**src/rtl/core/relay_command_sequencer_assert.svh**
```systemverilog
// Assertion macros for the relay command sequencer.
// RCS_ASSERT checks a property at every clock edge outside reset.
// RCS_ASSERT_IMPL checks that the antecedent implies the consequent in the same cycle.
// RCS_ASSERT_NEXT checks that the antecedent implies the consequent in the next cycle.
`ifndef RELAY_COMMAND_SEQUENCER_ASSERT_SVH
`define RELAY_COMMAND_SEQUENCER_ASSERT_SVH

`ifndef SYNTHESIS

`define RCS_ASSERT(label, clk, rst_n, prop, msg) \
  label: assert property (@(posedge clk) disable iff (!(rst_n)) (prop)) else $error(msg);

`define RCS_ASSERT_IMPL(label, clk, rst_n, ante, cons, msg) \
  label: assert property (@(posedge clk) disable iff (!(rst_n)) (ante) |-> (cons)) \
    else $error(msg);

`define RCS_ASSERT_NEXT(label, clk, rst_n, ante, cons, msg) \
  label: assert property (@(posedge clk) disable iff (!(rst_n)) (ante) |=> (cons)) \
    else $error(msg);

`else

`define RCS_ASSERT(label, clk, rst_n, prop, msg)

`define RCS_ASSERT_IMPL(label, clk, rst_n, ante, cons, msg)

`define RCS_ASSERT_NEXT(label, clk, rst_n, ante, cons, msg)

`endif

`endif

```
**src/rtl/core/rcs_pkg.sv**
```systemverilog
`default_nettype none

package rcs_pkg;

  // Byte position counter; saturates at its all-ones value.
  localparam int unsigned IDX_W   = 7;
  localparam logic [IDX_W-1:0] IDX_MAX = {IDX_W{1'b1}};

  localparam int unsigned PHASE_W = 3;
  localparam logic [PHASE_W-1:0] PH_IDLE = 3'd0;
  localparam logic [PHASE_W-1:0] PH_SKIP = 3'd1;
  localparam logic [PHASE_W-1:0] PH_RUN  = 3'd2;
  localparam logic [PHASE_W-1:0] PH_OPLO = 3'd3;
  localparam logic [PHASE_W-1:0] PH_OPHI = 3'd4;

  localparam logic [1:0] REQ_START_ON  = 2'd0;
  localparam logic [1:0] REQ_START_OFF = 2'd1;
  localparam logic [1:0] REQ_BYTE      = 2'd2;

  localparam logic [7:0] END_MARK        = 8'hFF;
  localparam logic [7:0] OP_WAIT_TENTHS  = 8'd8;
  localparam logic [7:0] OP_WAIT_SECONDS = 8'd9;

  localparam logic [1:0] WU_NONE    = 2'd0;
  localparam logic [1:0] WU_TENTHS  = 2'd1;
  localparam logic [1:0] WU_SECONDS = 2'd2;

  localparam logic [1:0] ST_OK      = 2'd0;
  localparam logic [1:0] ST_SKIPPED = 2'd1;
  localparam logic [1:0] ST_ENDED   = 2'd2;
  localparam logic [1:0] ST_IGNORED = 2'd3;

  // Configuration port
  localparam int unsigned PADDR_W = 3;
  localparam int unsigned PDATA_W = 32;
  localparam logic        REG_SWITCH_WAIT = 1'b0;  // word index, paddr[2]
  localparam logic [7:0]  SWITCH_WAIT_RESET = 8'd1;

  typedef struct packed {
    logic [1:0] req_type;
    logic [7:0] table_byte;
  } req_t;

  typedef struct packed {
    logic [3:0]  relay_bits;
    logic [15:0] wait_amount;
    logic [1:0]  wait_unit;
    logic [1:0]  status;
  } res_t;

  typedef struct packed {
    logic [3:0]         relay_reg;
    logic [PHASE_W-1:0] phase;
    logic [IDX_W-1:0]   byte_index;
    logic [7:0]         operand_low;
  } seq_state_t;

endpackage

`default_nettype wire

```
**src/rtl/core/rcs_req_if.sv**
```systemverilog
`default_nettype none

interface rcs_req_if;
  logic          valid;
  logic          ready;
  rcs_pkg::req_t payload;

  modport source (output valid, output payload, input ready);
  modport sink (input valid, input payload, output ready);
endinterface

`default_nettype wire

```
**src/rtl/core/rcs_res_if.sv**
```systemverilog
`default_nettype none

interface rcs_res_if;
  logic          valid;
  logic          ready;
  rcs_pkg::res_t payload;

  modport source (output valid, output payload, input ready);
  modport sink (input valid, input payload, output ready);
endinterface

`default_nettype wire

```
**src/rtl/core/rcs_apb_regs.sv**
```systemverilog
`default_nettype none

module rcs_apb_regs (
  input  wire logic                        clk_i,
  input  wire logic                        rst_ni,
  input  wire logic                        psel,
  input  wire logic                        penable,
  input  wire logic                        pwrite,
  input  wire logic [rcs_pkg::PADDR_W-1:0] paddr,
  input  wire logic [rcs_pkg::PDATA_W-1:0] pwdata,
  output logic      [rcs_pkg::PDATA_W-1:0] prdata,
  output logic                             pready,
  output logic      [7:0]                  switch_wait_tenths_o
);

  logic       sel_wait;
  logic       wr_en;
  logic [7:0] wait_tenths_q;
  logic [7:0] wait_tenths_d;

  // Word index only; byte offset bits are don't-care.
  assign sel_wait = (paddr[2] == rcs_pkg::REG_SWITCH_WAIT);
  assign wr_en    = psel && penable && pwrite;
  assign pready   = 1'b1;

  assign wait_tenths_d = (wr_en && sel_wait) ? pwdata[7:0] : wait_tenths_q;

  always_ff @(posedge clk_i or negedge rst_ni) begin
    if (!rst_ni) begin
      wait_tenths_q <= rcs_pkg::SWITCH_WAIT_RESET;
    end else begin
      wait_tenths_q <= wait_tenths_d;
    end
  end

  assign prdata = sel_wait ? {{(rcs_pkg::PDATA_W-8){1'b0}}, wait_tenths_q}
                           : '0;

  assign switch_wait_tenths_o = wait_tenths_q;

endmodule

`default_nettype wire

```
**src/rtl/core/rcs_decoder.sv**
```systemverilog
`default_nettype none

module rcs_decoder #(
  parameter int unsigned TABLE_LEN = 96
) (
  input  rcs_pkg::seq_state_t state_i,
  input  rcs_pkg::req_t       item_i,
  input  wire logic [7:0]     switch_wait_tenths_i,
  output rcs_pkg::seq_state_t state_o,
  output rcs_pkg::res_t       res_o
);

  logic [rcs_pkg::IDX_W-1:0] idx_adv;
  logic                      at_end;
  logic [7:0]                b;
  logic [3:0]                mask;

  assign b       = item_i.table_byte;
  assign idx_adv = (state_i.byte_index == rcs_pkg::IDX_MAX) ? state_i.byte_index
                 : state_i.byte_index + rcs_pkg::IDX_W'(1);
  assign at_end  = (idx_adv >= rcs_pkg::IDX_W'(TABLE_LEN));
  assign mask    = 4'b0001 << b[2:1];

  always_comb begin
    state_o           = state_i;
    res_o.wait_amount = '0;
    res_o.wait_unit   = rcs_pkg::WU_NONE;
    res_o.status      = rcs_pkg::ST_IGNORED;

    case (item_i.req_type)
      rcs_pkg::REQ_START_ON: begin
        state_o.phase      = rcs_pkg::PH_RUN;
        state_o.byte_index = '0;
        res_o.status       = rcs_pkg::ST_OK;
      end
      rcs_pkg::REQ_START_OFF: begin
        state_o.phase      = rcs_pkg::PH_SKIP;
        state_o.byte_index = '0;
        res_o.status       = rcs_pkg::ST_OK;
      end
      rcs_pkg::REQ_BYTE: begin
        case (state_i.phase)
          rcs_pkg::PH_SKIP: begin
            state_o.byte_index = idx_adv;
            res_o.status       = rcs_pkg::ST_SKIPPED;
            if (b == rcs_pkg::END_MARK) begin
              state_o.phase = rcs_pkg::PH_RUN;
            end
            if (at_end) begin
              state_o.phase = rcs_pkg::PH_IDLE;
            end
          end
          rcs_pkg::PH_RUN: begin
            if (b[7:3] == 5'd0) begin
              // Even opcode sets the relay, odd clears it.
              state_o.relay_reg  = b[0] ? (state_i.relay_reg & ~mask)
                                        : (state_i.relay_reg | mask);
              state_o.byte_index = idx_adv;
              res_o.status       = rcs_pkg::ST_OK;
              if (at_end) begin
                state_o.phase = rcs_pkg::PH_IDLE;
              end
            end else if (b == rcs_pkg::OP_WAIT_TENTHS) begin
              res_o.wait_amount  = {8'd0, switch_wait_tenths_i};
              res_o.wait_unit    = rcs_pkg::WU_TENTHS;
              state_o.byte_index = idx_adv;
              res_o.status       = rcs_pkg::ST_OK;
              if (at_end) begin
                state_o.phase = rcs_pkg::PH_IDLE;
              end
            end else if (b == rcs_pkg::OP_WAIT_SECONDS) begin
              state_o.byte_index = idx_adv;
              state_o.phase      = rcs_pkg::PH_OPLO;
              res_o.status       = rcs_pkg::ST_OK;
            end else begin
              state_o.phase = rcs_pkg::PH_IDLE;
              res_o.status  = rcs_pkg::ST_ENDED;
            end
          end
          rcs_pkg::PH_OPLO: begin
            state_o.operand_low = b;
            state_o.byte_index  = idx_adv;
            state_o.phase       = rcs_pkg::PH_OPHI;
            res_o.status        = rcs_pkg::ST_OK;
          end
          rcs_pkg::PH_OPHI: begin
            // Operand bytes are always taken; check the length only now.
            res_o.wait_amount  = {b, state_i.operand_low};
            res_o.wait_unit    = rcs_pkg::WU_SECONDS;
            state_o.byte_index = idx_adv;
            state_o.phase      = at_end ? rcs_pkg::PH_IDLE : rcs_pkg::PH_RUN;
            res_o.status       = rcs_pkg::ST_OK;
          end
          default: begin
            res_o.status = rcs_pkg::ST_IGNORED;
          end
        endcase
      end
      default: begin
        res_o.status = rcs_pkg::ST_IGNORED;
      end
    endcase

    res_o.relay_bits = state_o.relay_reg;
  end

endmodule

`default_nettype wire

```
**src/rtl/core/relay_command_sequencer.sv**
```systemverilog
// Relay command sequencer.
// Request channel (req_i): one beat per start request or table byte. A start
// beat opens the on-sequence or the off-sequence; byte beats then run the
// command table, one byte per beat.
// Result channel (res_o): exactly one beat per request beat, in order, with
// the relay state, any requested wait and a status code.
// Configuration: APB port, register 0 at address 0 holds the wait in tenths
// of a second for the relay wait opcode (reset value 1).
// Path: a request beat accepted into the input register is decoded into the
// result register, which drives the result channel.
// Throughput: one beat per cycle while the receiver holds ready high, with a
// combinational decode between the two registers.
// Reset: all relays off, sequencer idle, both registers empty.
// Stall: when the receiver holds ready low, the result register holds and the
// input register still takes one more beat if empty; ready then drops until the
// result is taken.
`default_nettype none

`include "relay_command_sequencer_assert.svh"

module relay_command_sequencer #(
  parameter int unsigned TABLE_LEN = 96
) (
  input  wire logic                        clk_i,
  input  wire logic                        rst_ni,
  rcs_req_if.sink                          req_i,
  rcs_res_if.source                        res_o,
  input  wire logic                        psel,
  input  wire logic                        penable,
  input  wire logic                        pwrite,
  input  wire logic [rcs_pkg::PADDR_W-1:0] paddr,
  input  wire logic [rcs_pkg::PDATA_W-1:0] pwdata,
  output logic      [rcs_pkg::PDATA_W-1:0] prdata,
  output logic                             pready
);

  logic [7:0] switch_wait_tenths;

  logic                in_valid_q;
  logic                in_valid_d;
  rcs_pkg::req_t       in_item_q;
  rcs_pkg::seq_state_t state_q;
  rcs_pkg::seq_state_t state_d;
  rcs_pkg::seq_state_t state_nxt;
  rcs_pkg::res_t       dec_res;
  logic                out_valid_q;
  logic                out_valid_d;
  rcs_pkg::res_t       out_res_q;
  logic                stage_adv;
  logic                stage_fire;
  logic                in_fire;

  rcs_apb_regs u_regs (
    .clk_i                (clk_i),
    .rst_ni               (rst_ni),
    .psel                 (psel),
    .penable              (penable),
    .pwrite               (pwrite),
    .paddr                (paddr),
    .pwdata               (pwdata),
    .prdata               (prdata),
    .pready               (pready),
    .switch_wait_tenths_o (switch_wait_tenths)
  );

  rcs_decoder #(
    .TABLE_LEN (TABLE_LEN)
  ) u_dec (
    .state_i              (state_q),
    .item_i               (in_item_q),
    .switch_wait_tenths_i (switch_wait_tenths),
    .state_o              (state_nxt),
    .res_o                (dec_res)
  );

  // Advance the input stage whenever the result register is free or drains.
  assign stage_adv   = !out_valid_q || res_o.ready;
  assign stage_fire  = in_valid_q && stage_adv;
  assign req_i.ready = !in_valid_q || stage_adv;
  assign in_fire     = req_i.valid && req_i.ready;

  assign in_valid_d  = in_fire ? 1'b1 : (stage_fire ? 1'b0 : in_valid_q);
  assign out_valid_d = stage_fire ? 1'b1 : (res_o.ready ? 1'b0 : out_valid_q);
  assign state_d     = stage_fire ? state_nxt : state_q;

  always_ff @(posedge clk_i or negedge rst_ni) begin
    if (!rst_ni) begin
      in_valid_q  <= 1'b0;
      out_valid_q <= 1'b0;
      state_q     <= '{relay_reg: 4'd0, phase: rcs_pkg::PH_IDLE,
                       byte_index: '0, operand_low: 8'd0};
    end else begin
      in_valid_q  <= in_valid_d;
      out_valid_q <= out_valid_d;
      state_q     <= state_d;
    end
  end

  always_ff @(posedge clk_i) begin
    if (in_fire) begin
      in_item_q <= req_i.payload;
    end
    if (stage_fire) begin
      out_res_q <= dec_res;
    end
  end

  assign res_o.valid   = out_valid_q;
  assign res_o.payload = out_res_q;

  `RCS_ASSERT_NEXT(a_fire_fills_out, clk_i, rst_ni, stage_fire, out_valid_q,
                   "decoded beat did not reach the result register")
  `RCS_ASSERT_NEXT(a_relay_hold, clk_i, rst_ni, !stage_fire, $stable(state_q.relay_reg),
                   "relay state changed without a decoded beat")
  `RCS_ASSERT_IMPL(a_no_wait_zero, clk_i, rst_ni,
                   out_valid_q && (out_res_q.wait_unit == rcs_pkg::WU_NONE),
                   out_res_q.wait_amount == 16'd0,
                   "wait amount set without a wait unit")

endmodule

`default_nettype wire
```
**src/flat_wrapper.sv**
```systemverilog
// flat-port wrapper written by rule: the top's interface ports become plain ports
module relay_command_sequencer_flat 
#(
  parameter int unsigned TABLE_LEN = 96
)
  (clk_i, rst_ni, psel, penable, pwrite, paddr, pwdata, prdata, pready, req_i_valid, req_i_payload, req_i_ready, res_o_valid, res_o_payload, res_o_ready);
  rcs_req_if req_i_i ();
  rcs_res_if res_o_i ();
  input  wire logic clk_i;
  input  wire logic rst_ni;
  input  wire logic psel;
  input  wire logic penable;
  input  wire logic pwrite;
  input  wire logic [rcs_pkg::PADDR_W-1:0] paddr;
  input  wire logic [rcs_pkg::PDATA_W-1:0] pwdata;
  output logic      [rcs_pkg::PDATA_W-1:0] prdata;
  output logic pready;
  input wire logic [$bits(req_i_i.valid)-1:0] req_i_valid;
  input wire logic [$bits(req_i_i.payload)-1:0] req_i_payload;
  output wire logic [$bits(req_i_i.ready)-1:0] req_i_ready;
  output wire logic [$bits(res_o_i.valid)-1:0] res_o_valid;
  output wire logic [$bits(res_o_i.payload)-1:0] res_o_payload;
  input wire logic [$bits(res_o_i.ready)-1:0] res_o_ready;
  assign req_i_i.valid = req_i_valid;
  assign req_i_i.payload = req_i_payload;
  assign req_i_ready = req_i_i.ready;
  assign res_o_valid = res_o_i.valid;
  assign res_o_payload = res_o_i.payload;
  assign res_o_i.ready = res_o_ready;
  relay_command_sequencer #(.TABLE_LEN(TABLE_LEN)) u_core (.clk_i(clk_i), .rst_ni(rst_ni), .req_i(req_i_i), .res_o(res_o_i), .psel(psel), .penable(penable), .pwrite(pwrite), .paddr(paddr), .pwdata(pwdata), .prdata(prdata), .pready(pready));
endmodule
```
**config.mk**
```make
export PLATFORM = sky130hd
export DESIGN_NAME = relay_command_sequencer_flat
export DESIGN_NICKNAME = d
export VERILOG_FILES = /design/src/rtl/core/rcs_pkg.sv /design/src/rtl/core/rcs_req_if.sv /design/src/rtl/core/rcs_res_if.sv /design/src/rtl/core/rcs_apb_regs.sv /design/src/rtl/core/rcs_decoder.sv /design/src/rtl/core/relay_command_sequencer.sv /design/src/flat_wrapper.sv
export VERILOG_INCLUDE_DIRS = /design/src /design/src/rtl/core
export SDC_FILE = /design/constraint.sdc
export NUM_CORES = 1
export LEC_CHECK = 0
export BUFFER_PORTS_ARGS = -buffer_cell sky130_fd_sc_hd__buf_2
export CORE_ASPECT_RATIO = 1.4
export CORE_MARGIN = 1
export CORE_UTILIZATION = 30
export CTS_CLUSTER_SIZE = 12
export DETAILED_ROUTE_END_ITERATION = 6
export PLACE_DENSITY = 0.6
export SLEW_MARGIN = 25
export SYNTH_ARGS = -nofsm -noshare
export SYNTH_HDL_FRONTEND = slang
export SYNTH_SLANG_ARGS = --single-unit
export TNS_END_PERCENT = 5
```
**constraint.sdc**
```tcl
create_clock -name clk_i -period 2.87 [get_ports clk_i]
set_input_delay 0.861 -clock clk_i [delete_from_list [all_inputs] [get_ports clk_i]]
set_output_delay 0.861 -clock clk_i [all_outputs]
set_load 0.005 [all_outputs]
```
* Word level (Yosys, flattened, before mapping)
Index checks and enable logic that the tools add are counted.
Cells by class: add/subtract/negate cells 1, $mul 0, divide/modulo/power cells 0, $lt $le $gt $ge 1, equality and inequality tests 13, shift operators 1, muxes and demuxes 28, bitwise logic cells 4, reductions and logical operators 19
Operators with widths (count):
- two-way mux 10 bit | 4
- case mux 10 bit (4 select lines) | 1
- case mux 18 bit (2 select lines) | 1
- case mux 10 bit (3 select lines) | 1
- equality test 8 x 4 -> 1 bit (second input constant) | 2
- two-way mux 4 bit | 4
- two-way mux 7 bit | 2
- two-way mux 2 bit | 5
- two-way mux 3 bit | 3
- equality test 8 bit (second input constant) | 1
- two-way mux 8 bit | 1
- AND reduction 4 bit | 2
- adder 7 x 1 -> 7 bit (second input constant) | 1
- equality test 7 bit (second input constant) | 1
- greater-or-equal comparator 7 bit (second input constant) | 1
- equality test 3 x 2 -> 1 bit (second input constant) | 2
- case mux 2 bit (3 select lines) | 1
- logical AND 1 bit | 5
- logical NOT 5 bit | 1
- inequality test 5 x 1 -> 1 bit (second input constant) | 1
- inequality test 5 bit (second input constant) | 1
- bitwise AND 4 bit | 1
- two-way mux 1 bit | 4
- inequality test 4 bit (second input constant) | 1
- 16 further kinds | 20
Storage, ports and cells: register bits 66, latch bits 0, memory bits (writable) 0, memory bits (read-only) 0, bits of input ports 52, output and inout bits 59, logic and storage cells 80, memories kept 0

* Longest topological paths before layout
depth after elaboration 8, gate-level depth with buffers 9, gate-level depth less buffers 7

* By module
Synthesis repeated with hierarchy kept, for this count alone.
Unflattened totals: cell total of the unflattened synthesis 274, area total of the unflattened synthesis 3545.9 µm²
By module, submodules not included:
- relay_command_sequencer | instances 1, cells an instance 89, area an instance 2018.2 µm², seq. area each 1621.6 µm²
- rcs_decoder | instances 1, cells an instance 133, area an instance 947.2 µm², seq. area each 0.0 µm²
- rcs_apb_regs | instances 1, cells an instance 52, area an instance 580.6 µm², seq. area each 201.4 µm²

* Worst setup path before layout
No wires, ideal clock.
kind input-to-reg, start input res_o_ready, end register u_core.state_q[0] (netlist bit), setup time 0.125 ns, arrival time 2.436 ns, data required time 2.745 ns, slack 0.309 ns, cell stages on the path 4, buffers on the path 0, cells stage by stage nand2b_1 and2_1 nand4_1 mux2_2
On the way: longest elaborated chain between the ends 3
RTL lines:
- start: declaration | RTL line flat_wrapper.sv:23 | input wire logic [$bits(res_o_i.ready)-1:0] res_o_ready;
- logical OR 1 bit | RTL line relay_command_sequencer.sv:77 | assign stage_adv = !out_valid_q || res_o.ready;
- logical AND 1 bit | RTL line relay_command_sequencer.sv:78 | assign stage_fire = in_valid_q && stage_adv;
- AND reduction 3 bit (no line)
- end signal: assignment | RTL line relay_command_sequencer.sv:90 | state_q <= '{relay_reg: 4'd0, phase: rcs_pkg::PH_IDLE,
- end signal: assignment | RTL line relay_command_sequencer.sv:95 | state_q <= state_d;
- end: declaration | RTL line relay_command_sequencer.sv:42 | rcs_pkg::seq_state_t state_q;
Every way passes these cells. A chain may end at the register's enable or synchronous reset.

* Final worst setup path
start input res_o_ready, end output req_i_ready
On the way: longest elaborated chain between the ends 2
RTL lines:
- logical OR 1 bit | RTL line relay_command_sequencer.sv:77
- logical OR 1 bit | RTL line relay_command_sequencer.sv:79 | assign req_i.ready = !in_valid_q || stage_adv;
- end: declaration | RTL line flat_wrapper.sv:20 | output wire logic [$bits(req_i_i.ready)-1:0] req_i_ready;
Every way passes these cells.

==> flow_summary.toml <==
[synth]
yosysTopAreaCell = "edfxtp_1"
synth-seq-cells = 66
yosys.area.top_type_share_pct = 31.8
synth_area_per_cell_um2 = 12.5
async_flop_share_pct = 48.5
ys.flop_type = "edfxtp_1"
synth_area_leaders = "edfxtp_1 (32%), dfrtp_1 (24%), mux2_2 (6.0%), buf_4 (5.8%), and3_1 (2.3%)"
netlist_area_um2 = 3210
synth-seq-area-share_pct = 56.8
synthDistinctLibCells = 49
ys_warn_count = 0
synthCells = 257
synth_edf_count = 34

[sta]
fin_ws_ns = 0.727
tns_ns = 0
fin_skew_ns = 0.00719
finalSetupViolations = 0
period_needed_ns = 2.14
timing.final.crit_share_pct = 74.7
final-hold-violation-count = 0
rsz0062_at_grt = "no"
hold_ws_ns = 0.510
tightest_slew_ns = 0.750
drv_slew = 0
max_freq_ghz = 0.467
max_slew_margin_pct = 50.0

[setup_path]
cp_common_cell = "buf_2"
cp_max_fo = 3
required_ns = 2.01
cp-start-kind = "primary input"
reg2reg_setup_slack_ns = 0.83
end_kind = "primary output"
rr_startpoint = "u_core.in_item_q[8]$_DFFE_PP_"
ff2ff_path_depth = 7
cp.arrival_ns = 1.28
crit_end = "req_i_ready"
r2r_end = "u_core.state_q[18]$_DFFE_PN0P_"
critical_path_class = "in2out"
startpoint = "res_o_ready"
path_cells = "buf_2, nand3b_1, buf_2"
crit_path_top_delay_cell = "nand3b_1"
critPathMaxStageDelay_ns = 0.17

[final_layout]
ff_latch_area_um2 = 1820
nFillCells = 1032
final_nets = 376
final_core_utilization_pct = 37.1
area_growth_pct = 20.2
multi_input_area_um2 = 1230
antennaDiodeCount = 0
drive_gt1_share_pct = 32.7

[grt]
grt_max_degree = 33
grt_most_used_layer = "met2"
gr-total-overflow = 0
grtUsageTotal_pct = 11.6
grt_use_met3_pct = 2.32
first_global_vias = 2023
grtUsageMet2_pct = 19.4
grt.met1_usage_pct = 13.9
grt_pass1_wl_um = 9760
antenna_found_initial = 0

[die]
io_pins = 111
core_um2 = 10400
die_w_um = 89.5
die-area_um2 = 11100
start_util_pct = 30.9
rows = 44
die-height_um = 124

[routing]
viasPerCell = 4.59
drcViolationCount = 0
wl_per_cell_um = 13.2
num_vias = 2120
wl_um = 6090
drtIter0Drc = 81
firstDrtPassIters = 4
postRouteAntennaNets = 0

[job]
maxCapViolations = 0

[clock_tree]
clk_pin_slew_ns = 0.06
post_cts_buffers = 0
cts_tree = "built"
cts-hold-fix-buffers = 0
cts_sinks = 66
cts.htree.levels = 3
clock-root-buffer = "clkbuf_16"
cts_buffers = 9
clk_latency_ns = 0.32
post_cts_resized = 0
clockBufferDepth = 2

[placed_design]
place_ws_ns = 0.485
dp_hpwl_um = 4510
port_buffers = 59
gp_congestion = 0.838

[pwr]
p_per_area_nw_per_um2 = 686
power_leakage_uw = 0.00166
finalPower_uw = 2650
peakVddDrop_v = 0.000343

[min_path]
holdCritPathClass = "reg2reg"

[run_status]
status = "finished clean"
[layout make-up]
cell class,instances,share of cell area (%)
clock buffer,9,5.83
clock inverter,7,1.81
inverter,6,0.583
multi-input combinational,174,31.9
sequential,66,47.2
tap,138,4.47
timing repair buffer,62,8.23
[where the power goes]
part	total (µW)	switching (µW)	internal (µW)
Sequential	1250	109	1140
Combinational	343	172	171
Clock	1060	391	668
Total	2650	672	1980
[registers in the layout, indices dropped and copies added (netlist names)]
register                            flops
u_core.in_item_q                       10
u_core.in_valid_q                       1
u_core.res_o.payload                   24
u_core.res_o.valid                      1
u_core.state_q                         22
u_core.u_regs.switch_wait_tenths_o      8
[per-stage QoR]
step / cells / area, µm²
6_report: 462 / 3860
4_1_cts: 462 / 3860
3_5_place_dp: 446 / 3570
3_3_place_gp: 446 / 3570
2_1_floorplan: 280 / 3300
5_1_grt: 462 / 3860
[logic make-up after synthesis]
kind of cell               after synthesis  synth area share, %
AOI/OAI and AO/OA                       45                 10.4
xor gates and xnor gates                 2                0.545
adders and majority gates                5                 1.95
buffers and inverters                   40                 7.64
DFF                                     66                 56.8
muxes                                   18                 6.27
other                                    2                0.234
and+or+nand+nor                         79                 16.2
[routing by layer]
metal	share of wire (%)	up-vias	routed length, µm
met5	0	-	0
met4	1.4	0	85
met1	43	1029	2610
met2	52	57	3160
met3	3.8	7	231
li1	-	1027	-
[critical path: cells and delay by family]
kind                   cells  cell delay (ns)
and+or+nand+nor            1             0.17
buffers and inverters      2             0.24
[synthesized netlist by cell type, types with 8 or more instances]
cell,instances
edfxtp_1,34
dfrtp_1,31
buf_4,25
mux2_2,17
and3_1,12
o21ai_0,12
nor2_1,11
a22o_1,8
clkbuf_1,8
nor2b_1,8
o31ai_1,8
[layout by cell type (no fill, tap or decap), types with 3 or more instances in the layout]
| cell type | instances |
|---|---|
| a22o_1 | 8 |
| and2_1 | 5 |
| and3_1 | 12 |
| buf_2 | 59 |
| buf_4 | 3 |
| clkbuf_16 | 9 |
| clkinvlp_4 | 4 |
| conb_1 | 25 |
| dfrtp_1 | 31 |
| edfxtp_1 | 34 |
| ha_1 | 5 |
| inv_1 | 6 |
| mux2_2 | 17 |
| nand2_1 | 6 |
| nand2b_1 | 6 |
| nand3_1 | 6 |
| nand4_1 | 4 |
| nor2_1 | 11 |
| nor2b_1 | 8 |
| nor4_4 | 3 |
| o21ai_0 | 12 |
| o31ai_1 | 8 |
[how the worst min path moves through the flow]
stage / cells past startpoint / endpoint / slack [ns] / startpoint
3_5_place_dp: 2 / u_core.state_q[18]$_DFFE_PN0P_ / 0.49 / u_core.state_q[18]$_DFFE_PN0P_
6_report: 1 / u_core.state_q[5]$_DFFE_PN0P_ / 0.51 / u_core.state_q[5]$_DFFE_PN0P_
3_3_place_gp: 2 / u_core.state_q[18]$_DFFE_PN0P_ / 0.48 / u_core.state_q[18]$_DFFE_PN0P_
5_1_grt: 1 / u_core.state_q[7]$_DFFE_PN0P_ / 0.54 / u_core.state_q[7]$_DFFE_PN0P_
2_1_floorplan: 2 / u_core.state_q[18]$_DFFE_PN0P_ / 0.47 / u_core.state_q[18]$_DFFE_PN0P_
4_1_cts: 2 / u_core.state_q[18]$_DFFE_PN0P_ / 0.51 / u_core.state_q[18]$_DFFE_PN0P_
No activity file was read; power rests on OpenSTA's default activity.
